--- src/rtl/vsl3_pkg.sv ---
`default_nettype none

package vsl3_pkg;

  localparam int AXES        = 3;
  localparam int MAX_STEP_MS = 1000;

  localparam int DATA_W   = 32;
  localparam int CUTOFF_W = 20;
  localparam int AXCNT_W  = 2;
  localparam int CFG_W    = CUTOFF_W;
  localparam int STEP_W   = $clog2(MAX_STEP_MS + 1);
  localparam int TWOPI_W  = 19;
  localparam int P1_W     = STEP_W + CUTOFF_W;
  localparam int NUM_W    = P1_W + TWOPI_W;
  localparam int DIV_W    = NUM_W + 2;
  localparam int ALPHA_W  = 16;
  localparam int DIFF_W   = DATA_W + 1;
  localparam int PROD_W   = DIFF_W + ALPHA_W + 1;
  localparam int CNT_W    = $clog2(ALPHA_W);
  localparam int AXIS_W   = 2;

  localparam logic [TWOPI_W-1:0] TWO_PI_Q16  = TWOPI_W'(411775);
  localparam logic [DIV_W-1:0]   MILLION_Q16 = DIV_W'(64'd65536000000);
  localparam logic [STEP_W-1:0]  STEP_MAX    = STEP_W'(MAX_STEP_MS);
  localparam logic [AXIS_W-1:0]  LAST_AXIS   = AXIS_W'(AXES - 1);

  localparam logic CFG_CUTOFF = 1'b0;
  localparam logic CFG_AXES   = 1'b1;

  localparam logic KIND_SAMPLE = 1'b0;
  localparam logic KIND_RESET  = 1'b1;

  localparam logic [3:0] OP_NONE    = 4'd0;
  localparam logic [3:0] OP_CAPTURE = 4'd1;
  localparam logic [3:0] OP_CLEAR   = 4'd2;
  localparam logic [3:0] OP_LOAD    = 4'd3;
  localparam logic [3:0] OP_MUL_A   = 4'd4;
  localparam logic [3:0] OP_MUL_B   = 4'd5;
  localparam logic [3:0] OP_DEN     = 4'd6;
  localparam logic [3:0] OP_DIV     = 4'd7;
  localparam logic [3:0] OP_BMUL    = 4'd8;
  localparam logic [3:0] OP_BADD    = 4'd9;
  localparam logic [3:0] OP_OUT     = 4'd10;

  typedef struct packed {
    logic                     kind;
    logic [DATA_W-1:0]        stamp_ms;
    logic signed [DATA_W-1:0] in_x;
    logic signed [DATA_W-1:0] in_y;
    logic signed [DATA_W-1:0] in_z;
  } in_beat_t;

  typedef struct packed {
    logic signed [DATA_W-1:0] out_x;
    logic signed [DATA_W-1:0] out_y;
    logic signed [DATA_W-1:0] out_z;
  } out_beat_t;

  typedef struct packed {
    logic [3:0]        op;
    logic [AXIS_W-1:0] axis;
  } ctl_cmd_t;

  typedef struct packed {
    logic kind;
    logic direct;
    logic out_free;
  } dp_stat_t;

endpackage

`default_nettype wire

--- src/rtl/vsl3_ctrl.sv ---
`default_nettype none

module vsl3_ctrl
  import vsl3_pkg::*;
(
  input  wire logic     clk,
  input  wire logic     rst_n,
  input  wire logic     in_valid,
  output logic          in_stall,
  input  wire dp_stat_t stat,
  output ctl_cmd_t      cmd
);

  localparam logic [2:0] ST_IDLE   = 3'd0;
  localparam logic [2:0] ST_DECIDE = 3'd1;
  localparam logic [2:0] ST_MULB   = 3'd2;
  localparam logic [2:0] ST_DEN    = 3'd3;
  localparam logic [2:0] ST_DIV    = 3'd4;
  localparam logic [2:0] ST_BMUL   = 3'd5;
  localparam logic [2:0] ST_BADD   = 3'd6;
  localparam logic [2:0] ST_WOUT   = 3'd7;

  logic [2:0]        state_r, state_nxt;
  logic [CNT_W-1:0]  cnt_r, cnt_nxt;
  logic [AXIS_W-1:0] axis_r, axis_nxt;

  always_comb begin
    state_nxt = state_r;
    cnt_nxt   = cnt_r;
    axis_nxt  = axis_r;
    cmd.op    = OP_NONE;
    cmd.axis  = axis_r;
    unique case (state_r)
      ST_IDLE: begin
        if (in_valid) begin
          cmd.op    = OP_CAPTURE;
          state_nxt = ST_DECIDE;
        end
      end
      ST_DECIDE: begin
        priority if (stat.kind == KIND_RESET) begin
          cmd.op    = OP_CLEAR;
          state_nxt = ST_IDLE;
        end else if (stat.direct) begin
          cmd.op    = OP_LOAD;
          state_nxt = ST_WOUT;
        end else begin
          cmd.op    = OP_MUL_A;
          state_nxt = ST_MULB;
        end
      end
      ST_MULB: begin
        cmd.op    = OP_MUL_B;
        state_nxt = ST_DEN;
      end
      ST_DEN: begin
        cmd.op    = OP_DEN;
        cnt_nxt   = '0;
        state_nxt = ST_DIV;
      end
      ST_DIV: begin
        cmd.op = OP_DIV;
        if (cnt_r == CNT_W'(ALPHA_W - 1)) begin
          axis_nxt  = '0;
          state_nxt = ST_BMUL;
        end else begin
          cnt_nxt = cnt_r + 1'b1;
        end
      end
      ST_BMUL: begin
        cmd.op    = OP_BMUL;
        state_nxt = ST_BADD;
      end
      ST_BADD: begin
        cmd.op = OP_BADD;
        if (axis_r == LAST_AXIS) begin
          state_nxt = ST_WOUT;
        end else begin
          axis_nxt  = axis_r + 1'b1;
          state_nxt = ST_BMUL;
        end
      end
      ST_WOUT: begin
        if (stat.out_free) begin
          cmd.op    = OP_OUT;
          state_nxt = ST_IDLE;
        end
      end
      default: state_nxt = ST_IDLE;
    endcase
  end

  assign in_stall = (state_r != ST_IDLE);

  always_ff @(posedge clk) begin
    if (!rst_n) begin
      state_r <= ST_IDLE;
      cnt_r   <= '0;
      axis_r  <= '0;
    end else begin
      state_r <= state_nxt;
      cnt_r   <= cnt_nxt;
      axis_r  <= axis_nxt;
    end
  end

endmodule

`default_nettype wire

--- src/rtl/vsl3_dp.sv ---
`default_nettype none

module vsl3_dp
  import vsl3_pkg::*;
(
  input  wire logic             clk,
  input  wire logic             rst_n,
  input  wire logic             cfg_we,
  input  wire logic             cfg_index,
  input  wire logic [CFG_W-1:0] cfg_wdata,
  input  wire in_beat_t         in_data,
  input  wire logic             out_stall,
  output logic                  out_valid,
  output out_beat_t             out_data,
  input  wire ctl_cmd_t         cmd,
  output dp_stat_t              stat
);

  logic [CUTOFF_W-1:0] cutoff_r, cutoff_nxt;
  logic [AXCNT_W-1:0]  axcnt_r, axcnt_nxt;
  in_beat_t            in_r, in_nxt;
  logic [DATA_W-1:0]   filt_r [AXES];
  logic [DATA_W-1:0]   filt_nxt [AXES];
  logic [DATA_W-1:0]   prev_r, prev_nxt;
  logic                primed_r, primed_nxt;
  logic [P1_W-1:0]     p1_r, p1_nxt;
  logic [NUM_W-1:0]    num_r, num_nxt;
  logic [DIV_W-1:0]    den_r, den_nxt;
  logic [DIV_W-1:0]    rem_r, rem_nxt;
  logic [ALPHA_W-1:0]  q_r, q_nxt;
  logic signed [PROD_W-1:0] prod_r, prod_nxt;
  logic                out_valid_r, out_valid_nxt;
  out_beat_t           out_r, out_nxt;

  logic [AXCNT_W-1:0]  n_act;
  logic [DATA_W-1:0]   dt;
  logic [STEP_W-1:0]   dt_c;
  logic [DIV_W-1:0]    rem_sh;
  logic [DATA_W-1:0]   x_sel;
  logic [DATA_W-1:0]   y_sel;
  logic signed [DIFF_W-1:0] diff;
  logic signed [PROD_W-1:0] prod_bias;
  logic                sel_active;

  assign n_act = (axcnt_r == '0) ? AXCNT_W'(1) : axcnt_r;

  assign dt = in_r.stamp_ms - prev_r;
  always_comb begin
    priority if (dt == '0) begin
      dt_c = STEP_W'(1);
    end else if (dt > DATA_W'(MAX_STEP_MS)) begin
      dt_c = STEP_MAX;
    end else begin
      dt_c = dt[STEP_W-1:0];
    end
  end

  assign rem_sh = {rem_r[DIV_W-2:0], 1'b0};

  always_comb begin
    unique case (cmd.axis)
      2'd0:    begin x_sel = in_r.in_x; y_sel = filt_r[0]; end
      2'd1:    begin x_sel = in_r.in_y; y_sel = filt_r[1]; end
      2'd2:    begin x_sel = in_r.in_z; y_sel = filt_r[2]; end
      default: begin x_sel = '0;        y_sel = '0;        end
    endcase
  end

  assign sel_active = (cmd.axis < n_act);
  assign diff       = $signed({x_sel[DATA_W-1], x_sel}) - $signed({y_sel[DATA_W-1], y_sel});
  assign prod_bias  = prod_r + PROD_W'(32768);

  always_comb begin
    cutoff_nxt    = cutoff_r;
    axcnt_nxt     = axcnt_r;
    in_nxt        = in_r;
    filt_nxt      = filt_r;
    prev_nxt      = prev_r;
    primed_nxt    = primed_r;
    p1_nxt        = p1_r;
    num_nxt       = num_r;
    den_nxt       = den_r;
    rem_nxt       = rem_r;
    q_nxt         = q_r;
    prod_nxt      = prod_r;
    out_nxt       = out_r;
    out_valid_nxt = out_valid_r && out_stall;

    if (cfg_we) begin
      unique case (cfg_index)
        CFG_CUTOFF: cutoff_nxt = cfg_wdata;
        CFG_AXES:   axcnt_nxt  = cfg_wdata[AXCNT_W-1:0];
        default:    cutoff_nxt = cutoff_r;
      endcase
    end

    unique case (cmd.op)
      OP_CAPTURE: in_nxt = in_data;
      OP_CLEAR: begin
        for (int i = 0; i < AXES; i++) begin
          filt_nxt[i] = '0;
        end
        prev_nxt   = '0;
        primed_nxt = 1'b0;
      end
      OP_LOAD: begin
        filt_nxt[0] = in_r.in_x;
        filt_nxt[1] = (n_act > AXCNT_W'(1)) ? in_r.in_y : '0;
        filt_nxt[2] = (n_act > AXCNT_W'(2)) ? in_r.in_z : '0;
        prev_nxt    = in_r.stamp_ms;
        primed_nxt  = 1'b1;
      end
      OP_MUL_A: begin
        p1_nxt   = P1_W'(dt_c) * P1_W'(cutoff_r);
        prev_nxt = in_r.stamp_ms;
      end
      OP_MUL_B: num_nxt = NUM_W'(p1_r) * NUM_W'(TWO_PI_Q16);
      OP_DEN: begin
        den_nxt = MILLION_Q16 + DIV_W'(num_r);
        rem_nxt = DIV_W'(num_r);
        q_nxt   = '0;
      end
      OP_DIV: begin
        if (rem_sh >= den_r) begin
          rem_nxt = rem_sh - den_r;
          q_nxt   = {q_r[ALPHA_W-2:0], 1'b1};
        end else begin
          rem_nxt = rem_sh;
          q_nxt   = {q_r[ALPHA_W-2:0], 1'b0};
        end
      end
      OP_BMUL: prod_nxt = diff * $signed({1'b0, q_r});
      OP_BADD: begin
        unique case (cmd.axis)
          2'd0:    filt_nxt[0] = y_sel + prod_bias[DATA_W+15:16];
          2'd1:    filt_nxt[1] = sel_active ? y_sel + prod_bias[DATA_W+15:16] : '0;
          2'd2:    filt_nxt[2] = sel_active ? y_sel + prod_bias[DATA_W+15:16] : '0;
          default: filt_nxt[0] = filt_r[0];
        endcase
      end
      OP_OUT: begin
        out_nxt.out_x = filt_r[0];
        out_nxt.out_y = filt_r[1];
        out_nxt.out_z = filt_r[2];
        out_valid_nxt = 1'b1;
      end
      default: in_nxt = in_r;
    endcase
  end

  assign stat.kind     = in_r.kind;
  assign stat.direct   = !primed_r || (cutoff_r == '0);
  assign stat.out_free = !out_valid_r || !out_stall;

  assign out_valid = out_valid_r;
  assign out_data  = out_r;

  always_ff @(posedge clk) begin
    if (!rst_n) begin
      cutoff_r    <= '0;
      axcnt_r     <= AXCNT_W'(3);
      for (int i = 0; i < AXES; i++) begin
        filt_r[i] <= '0;
      end
      prev_r      <= '0;
      primed_r    <= 1'b0;
      out_valid_r <= 1'b0;
    end else begin
      cutoff_r    <= cutoff_nxt;
      axcnt_r     <= axcnt_nxt;
      filt_r      <= filt_nxt;
      prev_r      <= prev_nxt;
      primed_r    <= primed_nxt;
      out_valid_r <= out_valid_nxt;
    end
  end

  always_ff @(posedge clk) begin
    in_r   <= in_nxt;
    p1_r   <= p1_nxt;
    num_r  <= num_nxt;
    den_r  <= den_nxt;
    rem_r  <= rem_nxt;
    q_r    <= q_nxt;
    prod_r <= prod_nxt;
    out_r  <= out_nxt;
  end

endmodule

`default_nettype wire

--- src/rtl/variable_step_lowpass_3axis_core.sv ---
`default_nettype none

// Channel   Direction  Handshake            Payload
// in_       input      in_valid / in_stall  in_beat_t: kind, stamp_ms, in_x, in_y, in_z
// out_      output     out_valid / out_stall out_beat_t: out_x, out_y, out_z
// cfg_      input      cfg_we               cfg_index selects cutoff_mhz or the active axis count
//
// A sample beat passes through the multiply and denominator steps, the 16-step restoring
// division for the smoothing factor and one shared multiplier that updates the three axes in
// turn; the input takes no new beat until its result is in the output register. A pass-through
// sample is loaded into the filter state and then the output register; a reset beat clears the
// filter state and frees the input. Reset is synchronous, clears the filter state, the cutoff
// and the output valid flag, and sets the axis count to three. A stalled result holds in the
// output register while the next beat is accepted; the next result waits until it is free.

module variable_step_lowpass_3axis_core
  import vsl3_pkg::*;
(
  input  wire logic             clk,
  input  wire logic             rst_n,
  input  wire logic             cfg_we,
  input  wire logic             cfg_index,
  input  wire logic [CFG_W-1:0] cfg_wdata,
  input  wire logic             in_valid,
  output logic                  in_stall,
  input  wire in_beat_t         in_data,
  output logic                  out_valid,
  input  wire logic             out_stall,
  output out_beat_t             out_data
);

  ctl_cmd_t cmd;
  dp_stat_t stat;

  vsl3_ctrl u_ctrl (
    .clk      (clk),
    .rst_n    (rst_n),
    .in_valid (in_valid),
    .in_stall (in_stall),
    .stat     (stat),
    .cmd      (cmd)
  );

  vsl3_dp u_dp (
    .clk       (clk),
    .rst_n     (rst_n),
    .cfg_we    (cfg_we),
    .cfg_index (cfg_index),
    .cfg_wdata (cfg_wdata),
    .in_data   (in_data),
    .out_stall (out_stall),
    .out_valid (out_valid),
    .out_data  (out_data),
    .cmd       (cmd),
    .stat      (stat)
  );

endmodule

`default_nettype wire
--- config.mk ---
export PLATFORM = sky130hd
export DESIGN_NAME = variable_step_lowpass_3axis_core
export DESIGN_NICKNAME = d
export VERILOG_FILES = /design/src/rtl/vsl3_pkg.sv /design/src/rtl/vsl3_ctrl.sv /design/src/rtl/vsl3_dp.sv /design/src/rtl/variable_step_lowpass_3axis_core.sv
export SDC_FILE = /design/constraint.sdc
export NUM_CORES = 2
export LEC_CHECK = 0
export BUFFER_PORTS_ARGS = -buffer_cell sky130_fd_sc_hd__buf_2
export CORE_MARGIN = 5
export CORE_UTILIZATION = 40
export DETAILED_ROUTE_END_ITERATION = 10
export PLACE_DENSITY_LB_ADDON = 0.3
export SYNTH_ARGS = -nofsm -noshare
export SYNTH_HDL_FRONTEND = slang
export SYNTH_SLANG_ARGS = --single-unit
--- constraint.sdc ---
create_clock -name clk -period 12.3 [get_ports clk]
set_clock_uncertainty 0.2 [all_clocks]
set_input_delay 2.46 -clock clk [delete_from_list [all_inputs] [get_ports clk]]
set_output_delay 2.46 -clock clk [all_outputs]
set_load 0.005 [all_outputs]
==> results by stage <==
Critical path:
- The required time of the critical path is 12.54 ns.
- The worst register-to-register path has a setup slack of 0.85 ns.
- The largest driver fanout on the critical path is 30.
- The startpoint type of the worst setup path is a register.
- The kind of critical path is reg2reg.
- The worst setup path is captured at a register.
- Data on the critical path arrives at its endpoint at 11.69 ns.
- In this design, the stage delay of the slowest critical-path cell is 0.68 ns.
- The cell repeated most along the worst path is fa_1.
- For this design, the slowest cell found on the critical path is a2111oi_0.

Route:
- The aggregate routed wire length is 186000 microns.
- The via count is 48.1k.
- The detailed router's first-iteration violation count is 3883.
- The routed wirelength normalized by instance count is 20.8 microns.
- The DRC violation count after routing is 0.
- The number of detailed-routing iterations run before antenna repair is 9.
- The detail route stage leaves a number of antenna-violating nets equal to 0.
- The average via count per standard cell is 5.37.

GRT:
- For this run the aggregate overflow at the end of global routing stands at 0.
- The number of global-route vias before repair is 49.6k.
- Across every metal layer, demand over resource in global routing totals 22.1%.
- The maximum number of pins on one net before global-route repair is 101.
- The number of antenna violations at the first check in global routing was 12.
- The first global-routing pass estimated 291000 microns of wire.

Clocking:
- The cell chosen for the clock root is clkbuf_16.
- The clock tree synthesis step divided the H-tree into 3 levels.
- The clock transition at the register clock pins on the worst setup and hold paths after CTS is 0.07 ns.
- The clock tree buffer depth is 3.
- The number of clock sinks is 614.
- The TritonCTS buffer count is 75.
- The number of gates resized after cts is 0.
- For the worst-skew pair, the clock arrives at the later sink with an insertion delay of 0.70 ns.
- The clock tree from TritonCTS is yes.
- The number of hold buffers added after CTS is 0.
- In this run the post-CTS setup repair buffer count came out at 0.

Logic synthesis:
- In this run, distinct cell masters in the synthesized netlist total 86.
- Summing every instance area after synthesis gives 0.0642 sq mm.
- The cell count after synthesis came out at 6663.
- During synthesis, Yosys emitted a total of 0 warnings.
- The fraction of the yosys area taken by sequential cells is 26.2%.
- The average size of a mapped cell is 9.63 sq um.
- In this run, synthesis produced a sequential element count of 614.
- Synthesis produced a netlist with a net count of 8169.
- The proportion of register bits with asynchronous set or reset after synthesis is 0%.
- The number of synthesized flops with an enable pin is 453.
- The most used flip-flop cell after synthesis is edfxtp_1.

Timing:
- Adding up every negative setup slack in the final design gives 0 ns.
- The final hold violation count is 0.
- Counting I/O delays and the setup requirement, the final critical path takes 11.45 ns.
- Setup repair after global routing left no endpoint under its margin.
- The worst-case setup margin in the final layout is 0.850 ns.
- The number of pins exceeding their max-slew limit in the final report is 0.
- The number of failing setup endpoints in the final timing report is 0.
- The final critical path takes up 93.1% of the cycle.
- The remaining max-slew budget at the tightest pin is 12.9%.
- The final hold slack is 0.246 ns.
- The measured slew at the worst slew-check pin is 1.30 ns.
- The top achievable clock speed is 87.3 MHz.

Min path:
- The min-delay analysis places its worst path in the category reg2reg.

Layout:
- The library cell used most frequently in the layout, excluding fill and tap cells, is inv_1.
- The number of standard cells in the final layout excluding fillers is 8951.
- The share of final-layout standard cells stronger than drive strength 1 is 8.09%.
- The top cell types in the final layout, fill and taps aside, are 1184 x inv_1, 841 x fa_1, 818 x nand2_1.
- Compared with the post-synthesis result, the final layout area differs by 9.67%.
- The net total in the final layout is 8304.

Die:
- Pin placement for this block handled 253 I/O pins.
- The initialized floorplan defines 147 standard-cell rows.
- The floorplan step defined a die boundary enclosing 0.169 sq mm.
- From bottom edge to top edge, the die measures 411 microns.
- The core region area is 0.160 sq mm.
- The x dimension of the die is 411 microns.
- The starting utilization of the core area is 40.1%.

Placement:
- The post-DP HPWL is 144000 microns.
- The congestion estimate from routability-driven global placement came to 0.923.
- Counting tap cells, the placed design contains a total of 8807 instances.
- The worst setup timing slack at the placement stage is 0.808 ns.
- The number of port buffers is 252.

Run status:
- The run finished with clean final reports.

Flow run:
- Across the run, the number of max-cap violations was 0.
final cells by class:
cell class,instances,area (sq um)
Antenna cell,4,10.0
Clock buffer,93,1970
Clock inverter,47,537
Fill cell,15300,89700
Inverter,1187,4460
Multi-Input combinational cell,4579,42000
Sequential cell,614,16800
Tap cell,2086,2610
Timing Repair Buffer,341,1930
flip-flops by register name, indices dropped and copies added, names as in the netlist:
register,flops
u_ctrl.cnt_r,4
u_dp.prev_r,32
u_dp.stat,1
u_ctrl.state_r,3
u_dp.q_r,16
u_dp.in_r,128
u_dp.prod_r,33
u_dp.out_valid,1
u_dp.axcnt_r,2
u_dp.p1_r,30
u_dp.out_data,96
u_ctrl.axis_r,2
u_dp.rem_r,50
u_dp.cutoff_r,20
u_dp.filt_r,96
u_dp.den_r,50
u_dp.num_r,49
u_dp.primed_r,1
logic make-up after synthesis:
group | Yosys count | synth area share (%)
AOI/OAI and AO/OA | 1074 | 10.8
xor gates and xnor gates | 275 | 3.75
adders and majority gates | 1351 | 36.2
buffers and inverters | 1470 | 8.64
DFF | 614 | 26.2
muxes | 51 | 0.798
and+or+nand+nor | 1828 | 13.6
worst paths after layout:
| kind | cells past startpoint | endpoint | start |
|---|---|---|---|
| setup / recovery | 39 | u_dp.prod_r[47]$_DFFE_PN_ | u_ctrl.axis_r[0]$_SDFFE_PN0P_ |
| hold / removal | 0 | u_dp.out_data[37]$_DFFE_PP_ | u_dp.filt_r[37]$_SDFFE_PN0P_ |
| setup reg to reg | 39 | u_dp.prod_r[47]$_DFFE_PN_ | u_ctrl.axis_r[0]$_SDFFE_PN0P_ |
| hold reg to reg | 0 | u_dp.out_data[37]$_DFFE_PP_ | u_dp.filt_r[37]$_SDFFE_PN0P_ |
cell usage after synthesis (34+ instances only):
master / number / area (sq um)
and2_1: 267 / 1670
nand3b_1: 35 / 263
xnor2_1: 199 / 1740
xor2_1: 76 / 666
nand4_1: 84 / 526
mux2i_1: 50 / 500
a222oi_1: 34 / 340
a21oi_1: 367 / 1840
and3_1: 55 / 344
fa_1: 841 / 16800
a31o_2: 36 / 315
and4_1: 34 / 298
a21o_1: 108 / 811
nor3_1: 66 / 330
edfxtp_1: 453 / 13600
o21bai_1: 34 / 255
o21a_1: 48 / 360
nor2_1: 263 / 987
nor2b_1: 46 / 288
dfxtp_1: 161 / 3220
inv_1: 1185 / 4450
nand3_1: 76 / 380
clkbuf_1: 255 / 957
o21ai_1: 62 / 310
ha_1: 510 / 6380
nand2_1: 820 / 3080
o21ai_0: 152 / 761
critical path, delay by kind of cell, from the launching register on:
kind                       cells  cell delay [ns]
AOI/OAI and AO/OA             14             4.00
xor gates and xnor gates       3             0.38
adders and majority gates     10             4.30
buffers and inverters          6             0.68
DFF                            1             0.49
and+or+nand+nor                6             1.16
through the flow:
| stage | utilization (%) | instance area, sq um |
|---|---|---|
| after CTS | 44.0 | 70300 |
| after global placement | 42.4 | 67800 |
| after floorplan | - | 64200 |
| final | 44.0 | 70400 |
| after detailed placement | 42.4 | 67800 |
| after global routing | 44.0 | 70400 |
per-layer routing:
layer,vias up,global-route usage [%],routed length (microns)
li1,22100,-,-
met1,23800,30.8,81300
met2,1932,34.2,81800
met3,316,5.30,17300
met4,8,7.02,6020
met5,-,0,59
Power is left out: the tool's default activity adds up to more than one toggle a clock period on the data nets, which glitch-free logic cannot reach.
